==> config.mk <==
export PLATFORM = sky130hd
export DESIGN_NAME = drop_tail_packet_queue_top
export DESIGN_NICKNAME = d
export VERILOG_FILES = /design/src/rtl/dtq_pkg.sv /design/src/rtl/dtq_csr.sv /design/src/rtl/dtq_ctrl.sv /design/src/rtl/dtq_datapath.sv /design/src/rtl/drop_tail_packet_queue_top.sv
export SDC_FILE = /design/constraint.sdc
export NUM_CORES = 2
export LEC_CHECK = 0
export BUFFER_PORTS_ARGS = -buffer_cell sky130_fd_sc_hd__buf_2
export CAP_MARGIN = 20
export CORE_ASPECT_RATIO = 2
export CORE_MARGIN = 8
export CORE_UTILIZATION = 52
export DETAILED_ROUTE_END_ITERATION = 10
export HOLD_SLACK_MARGIN = 0.15
export PLACE_DENSITY = 0.68
export SLEW_MARGIN = 5
export SYNTH_ARGS = -nofsm -noshare
export SYNTH_HDL_FRONTEND = slang
export SYNTH_HIERARCHICAL = 1
export SYNTH_SLANG_ARGS = --single-unit
==> constraint.sdc <==
create_clock -name clock -period 10.85 [get_ports clock]
set_clock_uncertainty 0.05 [all_clocks]
set_input_delay 2.17 -clock clock [delete_from_list [all_inputs] [get_ports clock]]
set_output_delay 2.17 -clock clock [all_outputs]
set_load 0.05 [all_outputs]
==> src/rtl/dtq_pkg.sv <==
`timescale 1ns / 1ps
// ----------------------------------------------------------------------------
// dtq_pkg
// Shared types and constants of the drop-tail packet descriptor queue.
// ----------------------------------------------------------------------------
package dtq_pkg;

   localparam int QUEUE_DEPTH = 128;
   localparam int PTR_BITS    = $clog2(QUEUE_DEPTH);
   localparam int CNT_BITS    = 8;
   localparam int SIZE_BITS   = 16;
   localparam int HANDLE_BITS = 16;
   localparam int BYTES_BITS  = 23;
   localparam int ADDR_BITS   = 4;
   localparam int DATA_BITS   = 32;

   localparam logic [CNT_BITS-1:0]   RESET_MAX_PACKETS = CNT_BITS'(100);
   localparam logic [BYTES_BITS-1:0] RESET_MAX_BYTES   = BYTES_BITS'(100 * 65535);
   localparam logic [CNT_BITS-1:0]   DEPTH_COUNT       = CNT_BITS'(QUEUE_DEPTH);
   localparam logic [PTR_BITS-1:0]   LAST_SLOT         = PTR_BITS'(QUEUE_DEPTH - 1);

   // operation codes; the unused code reads like a peek
   localparam logic [1:0] OP_ENQUEUE = 2'd0;
   localparam logic [1:0] OP_DEQUEUE = 2'd1;
   localparam logic [1:0] OP_PEEK    = 2'd2;

   localparam logic [1:0] STATUS_ENQUEUED  = 2'd0;
   localparam logic [1:0] STATUS_DROPPED   = 2'd1;
   localparam logic [1:0] STATUS_DELIVERED = 2'd2;
   localparam logic [1:0] STATUS_EMPTY     = 2'd3;

   // register indexes (byte address / 4)
   localparam logic [1:0] REG_LIMIT_MODE  = 2'd0;
   localparam logic [1:0] REG_MAX_PACKETS = 2'd1;
   localparam logic [1:0] REG_MAX_BYTES   = 2'd2;

   typedef struct packed {
      logic [1:0]             opcode;
      logic [HANDLE_BITS-1:0] packet_handle;
      logic [SIZE_BITS-1:0]   packet_size;
   } req_type;

   typedef struct packed {
      logic [1:0]             status;
      logic [HANDLE_BITS-1:0] head_handle;
      logic [SIZE_BITS-1:0]   head_size;
      logic [CNT_BITS-1:0]    packets_held;
      logic [BYTES_BITS-1:0]  bytes_held;
   } rsp_type;

   typedef struct packed {
      logic                  limit_mode;
      logic [CNT_BITS-1:0]   max_packets;
      logic [BYTES_BITS-1:0] max_bytes;
   } cfg_type;

   typedef struct packed {
      logic [HANDLE_BITS-1:0] handle;
      logic [SIZE_BITS-1:0]   size;
   } entry_type;

   // controller to datapath
   typedef struct packed {
      logic load;   // capture request, read head slot
      logic exec;   // resolve operation, update queue, launch result
   } cmd_type;

   typedef enum logic [1:0] {
      ST_IDLE = 2'b01,
      ST_EXEC = 2'b10
   } ctrl_state_type;

endpackage

==> src/rtl/dtq_csr.sv <==
`timescale 1ns / 1ps
// ----------------------------------------------------------------------------
// dtq_csr
// APB-style register file holding the admission limits.
// ----------------------------------------------------------------------------
module dtq_csr
   import dtq_pkg::*;
(
   input  logic                 clock,
   input  logic                 reset,
   input  logic                 psel,
   input  logic                 penable,
   input  logic                 pwrite,
   input  logic [ADDR_BITS-1:0] paddr,
   input  logic [DATA_BITS-1:0] pwdata,
   output logic [DATA_BITS-1:0] prdata,
   output logic                 pready,
   output cfg_type              cfg
);

   logic                  limit_mode_ff,  limit_mode_in;
   logic [CNT_BITS-1:0]   max_packets_ff, max_packets_in;
   logic [BYTES_BITS-1:0] max_bytes_ff,   max_bytes_in;
   logic                  wr_en;
   logic [1:0]            reg_index;

   assign pready    = 1'b1;
   assign wr_en     = psel & penable & pwrite & pready;
   assign reg_index = paddr[3:2];

   always_comb begin
      limit_mode_in  = limit_mode_ff;
      max_packets_in = max_packets_ff;
      max_bytes_in   = max_bytes_ff;
      if (wr_en) begin
         case (reg_index)
            REG_LIMIT_MODE:  limit_mode_in  = pwdata[0];
            REG_MAX_PACKETS: max_packets_in = pwdata[CNT_BITS-1:0];
            REG_MAX_BYTES:   max_bytes_in   = pwdata[BYTES_BITS-1:0];
            default: ;
         endcase
      end
   end

   always_ff @(posedge clock) begin
      if (reset) begin
         limit_mode_ff  <= 1'b0;
         max_packets_ff <= RESET_MAX_PACKETS;
         max_bytes_ff   <= RESET_MAX_BYTES;
      end else begin
         limit_mode_ff  <= limit_mode_in;
         max_packets_ff <= max_packets_in;
         max_bytes_ff   <= max_bytes_in;
      end
   end

   always_comb begin
      case (reg_index)
         REG_LIMIT_MODE:  prdata = {{(DATA_BITS-1){1'b0}}, limit_mode_ff};
         REG_MAX_PACKETS: prdata = {{(DATA_BITS-CNT_BITS){1'b0}}, max_packets_ff};
         REG_MAX_BYTES:   prdata = {{(DATA_BITS-BYTES_BITS){1'b0}}, max_bytes_ff};
         default:         prdata = '0;
      endcase
   end

   assign cfg.limit_mode  = limit_mode_ff;
   assign cfg.max_packets = max_packets_ff;
   assign cfg.max_bytes   = max_bytes_ff;

endmodule

==> src/rtl/dtq_ctrl.sv <==
`timescale 1ns / 1ps
// ----------------------------------------------------------------------------
// dtq_ctrl
// Two-state sequencer: accept a request, then resolve it against the queue.
// ----------------------------------------------------------------------------
module dtq_ctrl
   import dtq_pkg::*;
(
   input  logic    clock,
   input  logic    reset,
   input  logic    start,
   output logic    busy,
   output cmd_type cmd
);

   ctrl_state_type state_ff, state_in;

   always_comb begin
      state_in = state_ff;
      case (state_ff)
         ST_IDLE: begin
            if (start) state_in = ST_EXEC;
         end
         ST_EXEC: state_in = ST_IDLE;
         default: state_in = ST_IDLE;
      endcase
   end

   always_ff @(posedge clock) begin
      if (reset) begin
         state_ff <= ST_IDLE;
      end else begin
         state_ff <= state_in;
      end
   end

   assign busy     = (state_ff != ST_IDLE);
   assign cmd.load = start & ~busy;
   assign cmd.exec = (state_ff == ST_EXEC);

`ifndef SYNTHESIS
   a_exec_one_cycle: assert property (@(posedge clock) disable iff (reset)
      state_ff == ST_EXEC |=> state_ff == ST_IDLE)
      else $error("exec state held longer than one cycle");

   a_exec_follows_load: assert property (@(posedge clock) disable iff (reset)
      cmd.load |=> cmd.exec)
      else $error("accepted beat not executed");

   a_no_load_when_busy: assert property (@(posedge clock) disable iff (reset)
      cmd.exec |-> !cmd.load)
      else $error("load issued during exec");
`endif

endmodule

==> src/rtl/dtq_datapath.sv <==
`timescale 1ns / 1ps
// ----------------------------------------------------------------------------
// dtq_datapath
// Descriptor memory, ring pointers, occupancy counters and result register.
// ----------------------------------------------------------------------------
module dtq_datapath
   import dtq_pkg::*;
(
   input  logic    clock,
   input  logic    reset,
   input  cmd_type cmd,
   input  cfg_type cfg,
   input  req_type req_data,
   output logic    rsp_valid,
   output rsp_type rsp_data
);

   entry_type             store_ff [QUEUE_DEPTH];
   entry_type             head_entry_ff;
   req_type               req_ff;
   logic [PTR_BITS-1:0]   head_ff,  head_in;
   logic [PTR_BITS-1:0]   tail_ff,  tail_in;
   logic [CNT_BITS-1:0]   cnt_ff,   cnt_in;
   logic [BYTES_BITS-1:0] bytes_ff, bytes_in;
   logic                  rsp_valid_ff;
   rsp_type               rsp_data_ff, rsp_data_in;

   logic                  is_enq, is_deq, empty, drop, do_write;
   logic [BYTES_BITS:0]   byte_sum;

   // descriptor memory: one write port, one registered read port
   always_ff @(posedge clock) begin
      if (do_write) store_ff[tail_ff] <= {req_ff.packet_handle, req_ff.packet_size};
      if (cmd.load) head_entry_ff <= store_ff[head_ff];
   end

   always_ff @(posedge clock) begin
      if (cmd.load) req_ff <= req_data;
   end

   assign is_enq   = (req_ff.opcode == OP_ENQUEUE);
   assign is_deq   = (req_ff.opcode == OP_DEQUEUE);
   assign empty    = (cnt_ff == '0);
   assign byte_sum = {1'b0, bytes_ff} + (BYTES_BITS+1)'(req_ff.packet_size);

   always_comb begin
      drop = (cnt_ff >= DEPTH_COUNT);
      if (!cfg.limit_mode && (cnt_ff >= cfg.max_packets)) drop = 1'b1;
      if (cfg.limit_mode && (byte_sum >= {1'b0, cfg.max_bytes})) drop = 1'b1;
   end

   assign do_write = cmd.exec & is_enq & ~drop;

   always_comb begin
      head_in     = head_ff;
      tail_in     = tail_ff;
      cnt_in      = cnt_ff;
      bytes_in    = bytes_ff;
      rsp_data_in = rsp_data_ff;
      if (cmd.exec) begin
         rsp_data_in.head_handle = '0;
         rsp_data_in.head_size   = '0;
         if (is_enq) begin
            if (drop) begin
               rsp_data_in.status = STATUS_DROPPED;
            end else begin
               rsp_data_in.status = STATUS_ENQUEUED;
               tail_in  = (tail_ff == LAST_SLOT) ? '0 : tail_ff + PTR_BITS'(1);
               cnt_in   = cnt_ff + CNT_BITS'(1);
               bytes_in = byte_sum[BYTES_BITS-1:0];
            end
         end else if (empty) begin
            rsp_data_in.status = STATUS_EMPTY;
         end else begin
            rsp_data_in.status      = STATUS_DELIVERED;
            rsp_data_in.head_handle = head_entry_ff.handle;
            rsp_data_in.head_size   = head_entry_ff.size;
            if (is_deq) begin
               head_in = (head_ff == LAST_SLOT) ? '0 : head_ff + PTR_BITS'(1);
               cnt_in  = cnt_ff - CNT_BITS'(1);
               // saturate at zero
               if (bytes_ff >= BYTES_BITS'(head_entry_ff.size)) begin
                  bytes_in = bytes_ff - BYTES_BITS'(head_entry_ff.size);
               end else begin
                  bytes_in = '0;
               end
            end
         end
         rsp_data_in.packets_held = cnt_in;
         rsp_data_in.bytes_held   = bytes_in;
      end
   end

   always_ff @(posedge clock) begin
      if (reset) begin
         head_ff      <= '0;
         tail_ff      <= '0;
         cnt_ff       <= '0;
         bytes_ff     <= '0;
         rsp_valid_ff <= 1'b0;
      end else begin
         head_ff      <= head_in;
         tail_ff      <= tail_in;
         cnt_ff       <= cnt_in;
         bytes_ff     <= bytes_in;
         rsp_valid_ff <= cmd.exec;
      end
   end

   always_ff @(posedge clock) begin
      rsp_data_ff <= rsp_data_in;
   end

   assign rsp_valid = rsp_valid_ff;
   assign rsp_data  = rsp_data_ff;

`ifndef SYNTHESIS
   a_empty_no_bytes: assert property (@(posedge clock) disable iff (reset)
      cnt_ff == '0 |-> bytes_ff == '0)
      else $error("bytes held with no packets stored");

   a_count_in_range: assert property (@(posedge clock) disable iff (reset)
      cnt_ff <= DEPTH_COUNT)
      else $error("packet count beyond queue depth");

   a_deq_decrements: assert property (@(posedge clock) disable iff (reset)
      cmd.exec && is_deq && !empty |=> cnt_ff == $past(cnt_ff) - CNT_BITS'(1))
      else $error("dequeue did not remove one packet");

   a_drop_keeps_state: assert property (@(posedge clock) disable iff (reset)
      cmd.exec && is_enq && drop |=> cnt_ff == $past(cnt_ff) && tail_ff == $past(tail_ff))
      else $error("dropped enqueue changed the queue");
`endif

endmodule

==> src/rtl/drop_tail_packet_queue_top.sv <==
`timescale 1ns / 1ps
// ----------------------------------------------------------------------------
// drop_tail_packet_queue_top
// FIFO of packet descriptors with tail-drop admission by count or bytes.
// ----------------------------------------------------------------------------
// Usage:
//   Request channel: drive req_data (opcode, handle, size) with start; the
//   beat is taken at a clock edge where start is high and busy is low.
//   Opcodes: enqueue, dequeue, peek (the spare code acts as peek).
//   Result channel: rsp_valid strobes for one cycle with rsp_data (status,
//   head descriptor, packets and bytes held). The receiver cannot stall;
//   every result must be taken in the cycle it is shown.
//   Timing: the accept edge registers the request and the head slot; the
//   execute state resolves them into the result register and strobe. No
//   new beat is taken while executing (busy high), as the descriptor
//   memory's read port is registered: read on accept, resolved in execute.
//   Config: APB-style port, limit_mode at 0x0, max_packets at 0x4,
//   max_bytes at 0x8; write only while no item is in flight.
//   Reset (synchronous): queue empty, limits back to 100 packets and
//   6553500 bytes in packet mode. No clearing pass; accepts right away.
// ----------------------------------------------------------------------------
module drop_tail_packet_queue_top
   import dtq_pkg::*;
(
   input  logic                 clock,
   input  logic                 reset,
   input  logic                 start,
   output logic                 busy,
   input  req_type              req_data,
   output logic                 rsp_valid,
   output rsp_type              rsp_data,
   input  logic                 psel,
   input  logic                 penable,
   input  logic                 pwrite,
   input  logic [ADDR_BITS-1:0] paddr,
   input  logic [DATA_BITS-1:0] pwdata,
   output logic [DATA_BITS-1:0] prdata,
   output logic                 pready
);

   cfg_type cfg;
   cmd_type cmd;

   dtq_csr u_csr (
      .clock   (clock),
      .reset   (reset),
      .psel    (psel),
      .penable (penable),
      .pwrite  (pwrite),
      .paddr   (paddr),
      .pwdata  (pwdata),
      .prdata  (prdata),
      .pready  (pready),
      .cfg     (cfg)
   );

   dtq_ctrl u_ctrl (
      .clock (clock),
      .reset (reset),
      .start (start),
      .busy  (busy),
      .cmd   (cmd)
   );

   dtq_datapath u_datapath (
      .clock     (clock),
      .reset     (reset),
      .cmd       (cmd),
      .cfg       (cfg),
      .req_data  (req_data),
      .rsp_valid (rsp_valid),
      .rsp_data  (rsp_data)
   );

endmodule

== Word level (Yosys, flattened, before mapping) ==
Memories as Yosys holds them, arrays and structs flattened. A register that Yosys moved wholly into a read port is not among the register bits.
Index checks and enable logic that the tools add are counted.

* Output and inout port bits: 100
* Flip-flop bits (word level): 179
* Input bits: 76
* Memory bits (writable): 4096
* Logic and storage cells: 78
* Memories kept: 1

* Bitwise logic cells: 10
* Mux-type cells: 19
* Reduce and logical (&&, ||, !) cells: 13
* Eq/ne operators: 8
* $add $sub $neg: 6
* Order comparisons: 4

{| class="wikitable"
|+ Memories
! memory !! words !! bits a word !! rd ports !! clocked after memory_dff !! wr ports !! line !! text
|-
| u_datapath.store_ff || 128 || 32 || 1 || 1 || 1 || dtq_datapath.sv:18 || <nowiki>entry_type store_ff [QUEUE_DEPTH];</nowiki>
|}

{| class="wikitable"
|+ Operator list
! operator !! count
|-
| two-way mux 23 bit || 5
|-
| case mux 23 bit (3 select lines) || 1
|-
| two-way mux 8 bit || 4
|-
| adder 23 x 16 -> 24 bit || 1
|-
| greater-or-equal comparator 24 x 23 -> 1 bit || 1
|-
| greater-or-equal comparator 23 x 16 -> 1 bit || 1
|-
| subtractor 23 x 16 -> 23 bit || 1
|-
| adder 7 x 1 -> 7 bit, second input constant || 2
|-
| equality test 7 bit, second input constant || 2
|-
| two-way mux 7 bit || 2
|-
| adder 8 x 1 -> 8 bit, second input constant || 1
|-
| greater-or-equal comparator 8 bit || 1
|-
| greater-or-equal comparator 8 bit, second input constant || 1
|-
| zero test 8 bit || 1
|-
| subtractor 8 x 1 -> 8 bit, second input constant || 1
|-
| equality test 2 x 1 -> 1 bit, second input constant || 3
|-
| two-way mux 1 bit || 6
|-
| AND reduction 2 bit || 3
|-
| AND 1 bit || 5
|-
| inverter 1 bit || 5
|-
| equality test 2 bit, second input constant || 2
|-
| zero test 2 bit || 2
|-
| AND reduction 4 bit || 1
|-
| OR reduction 2 bit || 2
|-
| other kinds (5) || 6
|}

== Longest topological paths before layout ==
* Depth in word-level cells: 8
* Gate-level depth with buffers: 22
* Gate-level depth less buffers: 20

== Hierarchy ==
Netlist, hierarchy kept.

{| class="wikitable"
|+ Modules (own cells, without submodules)
! module !! sequential area each (µm²) !! area an instance (µm²) !! instances !! cells an instance
|-
| dtq_datapath || 127852.6 || 165322.3 || 1 || 6913
|-
| dtq_csr || 640.6 || 1647.8 || 1 || 181
|-
| dtq_ctrl || 40.0 || 86.3 || 1 || 7
|}

== Least setup slack after synthesis ==
Ideal clock, no wire load.

* Path type: register to register
* Start: register u_datapath/req_ff[8] (netlist name)
* End: memory u_datapath/store_ff[104][0] (netlist name) (enable)
* Setup time: 0.421 ns
* Period minus slack after synthesis: 8.086 ns
* Arrival: 7.615 ns
* Stages on the path, launching flop included: 18
* Path slack: 2.764 ns
* Cells stage by stage: edfxtp_1 -> ha_1 -> a211o_1 -> a31o_2 -> a2111oi_0 -> o2bb2ai_1 -> a31oi_1 -> nor2_1 -> xor2_1 -> ha_1 -> a221o_1 -> nor3b_2 -> a32o_2 -> nand3_2 -> or4_1 -> clkbuf_1 -> buf_2 -> nor2_1

* Longest elaborated chain between the ends: 8

{| class="wikitable"
|+ RTL lines
! element !! line !! text
|-
| from (decl) || dtq_datapath.sv:20 || <nowiki>req_type req_ff;</nowiki>
|-
| from (signal assigned) || dtq_datapath.sv:38 || <nowiki>if (cmd.load) req_ff <= req_data;</nowiki>
|-
| adder 23 x 16 -> 24 bit || dtq_datapath.sv:44 || <nowiki>assign byte_sum = {1'b0, bytes_ff} + (BYTES_BITS+1)'(req_ff.packet_size);</nowiki>
|-
| greater-or-equal comparator 24 x 23 -> 1 bit || dtq_datapath.sv:49 || <nowiki>if (cfg.limit_mode && (byte_sum >= {1'b0, cfg.max_bytes})) drop = 1'b1;</nowiki>
|-
| logical AND 1 bit || dtq_datapath.sv:49 ||
|-
| two-way mux 1 bit || dtq_datapath.sv:49 ||
|-
| inverter 1 bit || dtq_datapath.sv:52 || <nowiki>assign do_write = cmd.exec & is_enq & ~drop;</nowiki>
|-
| AND 1 bit || dtq_datapath.sv:52 ||
|-
| two-way mux 1 bit || dtq_datapath.sv:33 || <nowiki>if (do_write) store_ff[tail_ff] <= {req_ff.packet_handle, req_ff.packet_size};</nowiki>
|-
| two-way mux 1 bit (not written as such) || dtq_datapath.sv:33 ||
|-
| to (decl) || dtq_datapath.sv:18 ||
|}

No other way between the ends.

== Final worst setup path ==
* Start: register u_datapath/req_ff[2] (netlist name)
* End: memory u_datapath/store_ff[42][3] (netlist name) (enable)

The elaborated chain is that of the path after synthesis.

==> summary.md <==
| Metric | Value |
|---|---|
| Status | `finished clean` |
| Synth cell count leaders | `4227 x edfxtp_1, 1344 x mux4_2, 251 x nor2_1` |
| Max Freq | `~0.13 GHz` |
| Final ANT Viol Nets | `0` |
| Layout cells sized above 1 | `0.318` |
| Placed cell area | `between 150000 and 200000 um^2` |
| CTS Buffer Depth | `4` |
| CP Capture Type | `flop` |
| Largest net degree at the start of global routing | `roughly 150` |
| Post_cts resized | `0` |
| Core Rows | `294` |
| DP HPWL | `between 200000 and 300000 um` |
| Sequential share of the synthesized area | `0.769` |
| Pwr Density | `approximately 170 nW/um^2` |
| Core area | `320000 um^2` |
| Maxcap violations | `0` |
| Die ar. | `~340000 um^2` |
| Synth warn | `6` |
| Synth cell types | `85` |
| Final Hold Fails | `0` |
| Cts hold-fix bufs | `0` |
| H-tree levels | `5` |
| Initial antenna violation count | `31` |
| Fill count | `roughly 22000` |
| Vias in the first global route | `roughly 80000` |
| Syn Area/Cell | `around 24 um^2` |
| Most frequent cell after synthesis | `edfxtp_1` |
| Synth Instances | `roughly 7000` |
| Die height | `between 800 and 900 um` |
| Synth Register Bits | `between 4000 and 5000` |
| Crit share post-route | `0.735` |
| Die width | `417 um` |
| Fin util | `0.582` |
| Synth area leaders | `edfxtp_1 76%, mux4_2 18%, dfxtp_1 0.96%, nor2_1 0.56%, clkbuf_1 0.54%` |
| Type of the most critical hold path | `reg2reg` |
| Final WL | `approximately 430000 um` |
| Initial Util | `0.522` |
| Vias per inst | `around 6.4` |
| Overflow after GRT | `0` |
| Max-slew headroom | `0.148` |
| Final Cell Area | `between 150000 and 200000 um^2` |
| Critical Path RT | `11.38 ns` |
| Final setup fails | `0` |
| HP Start | `u_csr/max_bytes_ff[20]$_SDFFE_PP0P_` |
| Area delta synth->final | `11.5%` |
| Port Buffers | `roughly 150` |
| Slew Viols, Final | `0` |
| Worst reg2reg startpoint | `u_datapath/req_ff[2]$_DFFE_PP_` |
| RSZ-0062 raised after global routing | `false` |
| CTS clk-pin slew, worst paths | `~0.070 ns` |
| Post-CTS Setup Inserts | `0` |
| GRT Util Overall | `0.249` |
| CP Launch Point | `u_datapath/req_ff[2]$_DFFE_PP_` |
| Worst Tran Pin Value | `about 1.3 ns` |
| First-pass GRT wire length | `between 600000 and 700000 um` |
| IO Count | `about 180` |
| Dpl ws | `3.01 ns` |
| Worst Setup Slack, final | `approximately 2.9 ns` |
| Register Area | `approximately 130000 um^2` |
| Clock sinks | `between 4000 and 5000` |
| Yosys top cell by area | `edfxtp_1` |
| Post-synth EDFFs | `between 4000 and 5000` |
| Final Critical Period | `7.97 ns` |
| Final nets | `about 7600` |
| Vias | `between 70000 and 80000` |
| Crit-path max FO | `24` |
| Synth async-reset ratio | `0` |
| Multi-input logic area | `between 30000 and 40000 um^2` |
| Residual DRC count | `0` |
| Mapped cell area | `between 150000 and 200000 um^2` |
| Post-synth top area share | `0.760` |
| Clk Latency, worst-skew pair | `0.91 ns` |
| Final setup TNS | `0 ns` |
| Initial DRC Count | `slightly below 8000` |
| Maximum VDD drop | `0.119 mV` |
| First-pass DRT Iterations | `8` |
| RePlAce Congestion | `between 0.9 and 1` |
| Arr. time, crit path | `8.51 ns` |
| Routed len/inst | `between 30 and 40 um` |
| Final Power | `between 0.03 and 0.04 W` |
| Top_reg_cell synth | `edfxtp_1` |
| Inserted Clock Buffers | `359` |
| CTS tree | `done` |
| Lkg Pwr | `between 50 and 60 nW` |
| R2r setup slk | `around 2.9 ns` |
| WS Path Type | `reg2reg` |
| Setup crit start kind | `flop` |
| Root buffer cell | `clkbuf_16` |
==> state kept, by name, summed over array words and instances (netlist names) <==
name,cells
u_ctrl/state_ff,2
u_datapath/cnt_ff,8
u_datapath/rsp_data,65
u_datapath/rsp_valid,1
u_datapath/store_ff,4096
u_datapath/tail_ff,7
u_csr/max_packets_ff,8
u_datapath/bytes_ff,23
u_csr/limit_mode_ff,1
u_datapath/head_entry_ff,32
u_csr/max_bytes_ff,23
u_datapath/req_ff,34
u_datapath/head_ff,7
==> report_power, final <==
| part | total [W] | internal, W | switching [W] |
|---|---|---|---|
| clock network | 0.0126 | 0.00675 | 0.00590 |
| registers | 0.0183 | 0.0183 | 0.0000212 |
| logic | 0.000607 | 0.0000956 | 0.000512 |
| total | 0.0316 | 0.0252 | 0.00643 |
==> stage by stage <==
step / cells / hold WS [ns]
floorplan: 7109 / 0.373
global placement: 11200 / 0.426
detailed placement: 11300 / 0.434
CTS: 11900 / 0.443
global route: 12000 / 0.475
finish: 12000 / 0.440
==> per-layer routing <==
metal	wire (um)	track usage
met1	139000	0.274
met2	239000	0.464
met3	24900	0.0305
met4	28100	0.138
met5	34	0
==> cell usage in the layout, fill, tap and decap left out, types with 15 or more instances in the layout <==
cell type	synthesis	final
a21oi_1	45	45
and2_1	20	20
and3_1	22	22
buf_12	0	41
buf_2	66	154
buf_4	12	218
bufinv_16	0	22
clkbuf_1	240	54
clkbuf_16	0	365
clkinv_1	1	82
clkinv_2	0	77
clkinvlp_4	0	19
dfxtp_1	80	74
diode_2	0	42
edfxtp_1	4227	4227
ha_1	68	68
inv_1	76	75
mux2_2	33	33
mux2i_1	35	35
mux4_2	1344	1344
nand2_1	95	95
nand2b_1	38	38
nand3_1	43	43
nor2_1	251	122
nor2_4	0	128
nor3_1	18	18
o21ai_0	55	55
or3_1	16	15
xnor2_1	24	24
xor2_1	17	17
==> layout make-up <==
cell class,count,area share
flip-flops and latches,4307,0.690
multi-input cells,2336,0.202
clock buffers,422,0.0503
well taps,4144,0.0278
repair buffers,418,0.0179
clock inverters,226,0.00988
inverters,77,0.00156
diodes,42,0.000564
==> critical path: stages (launching register included) <==
cell and delay (ns):
edfxtp_1 1.06, ha_1 0.38, o211ai_1 0.12, o21ai_0 0.75
a21oi_1 0.22, a21oi_1 0.30, a21oi_1 0.11, o21bai_1 0.16
xor2_1 0.37, ha_1 0.34, a211oi_1 0.30, o21ai_0 0.14
o2111ai_1 0.22, o211ai_1 0.20, nand2_1 0.17, a32o_2 0.24
nand3_2 0.17, or4b_2 0.66, buf_4 0.35, nor2_4 0.87
buf_4 0.35
==> path summary, 6_finish.rpt <==
path,depth (start not counted),to
worst max-delay path,20,u_datapath/store_ff[42][3]$_DFFE_PP_
worst min-delay path,2,u_csr/max_bytes_ff[20]$_SDFFE_PP0P_
worst max register to register,20,u_datapath/store_ff[42][3]$_DFFE_PP_
worst min register to register,2,u_csr/max_bytes_ff[20]$_SDFFE_PP0P_
==> cells by family after synthesis <==
logic type | count (synthesis) | share of synthesized area
AO/OA/AOI/OAI | 238 | 0.00998
XOR/XNOR | 41 | 0.00215
adder cells (fa/ha/maj) | 70 | 0.00533
buffers and inverters | 466 | 0.0115
flip-flops | 4307 | 0.769
multiplexers | 1412 | 0.186
other | 2 | 0.0000450
AND/OR/NAND/NOR | 565 | 0.0161
No activity file was read; power rests on OpenSTA's default activity.
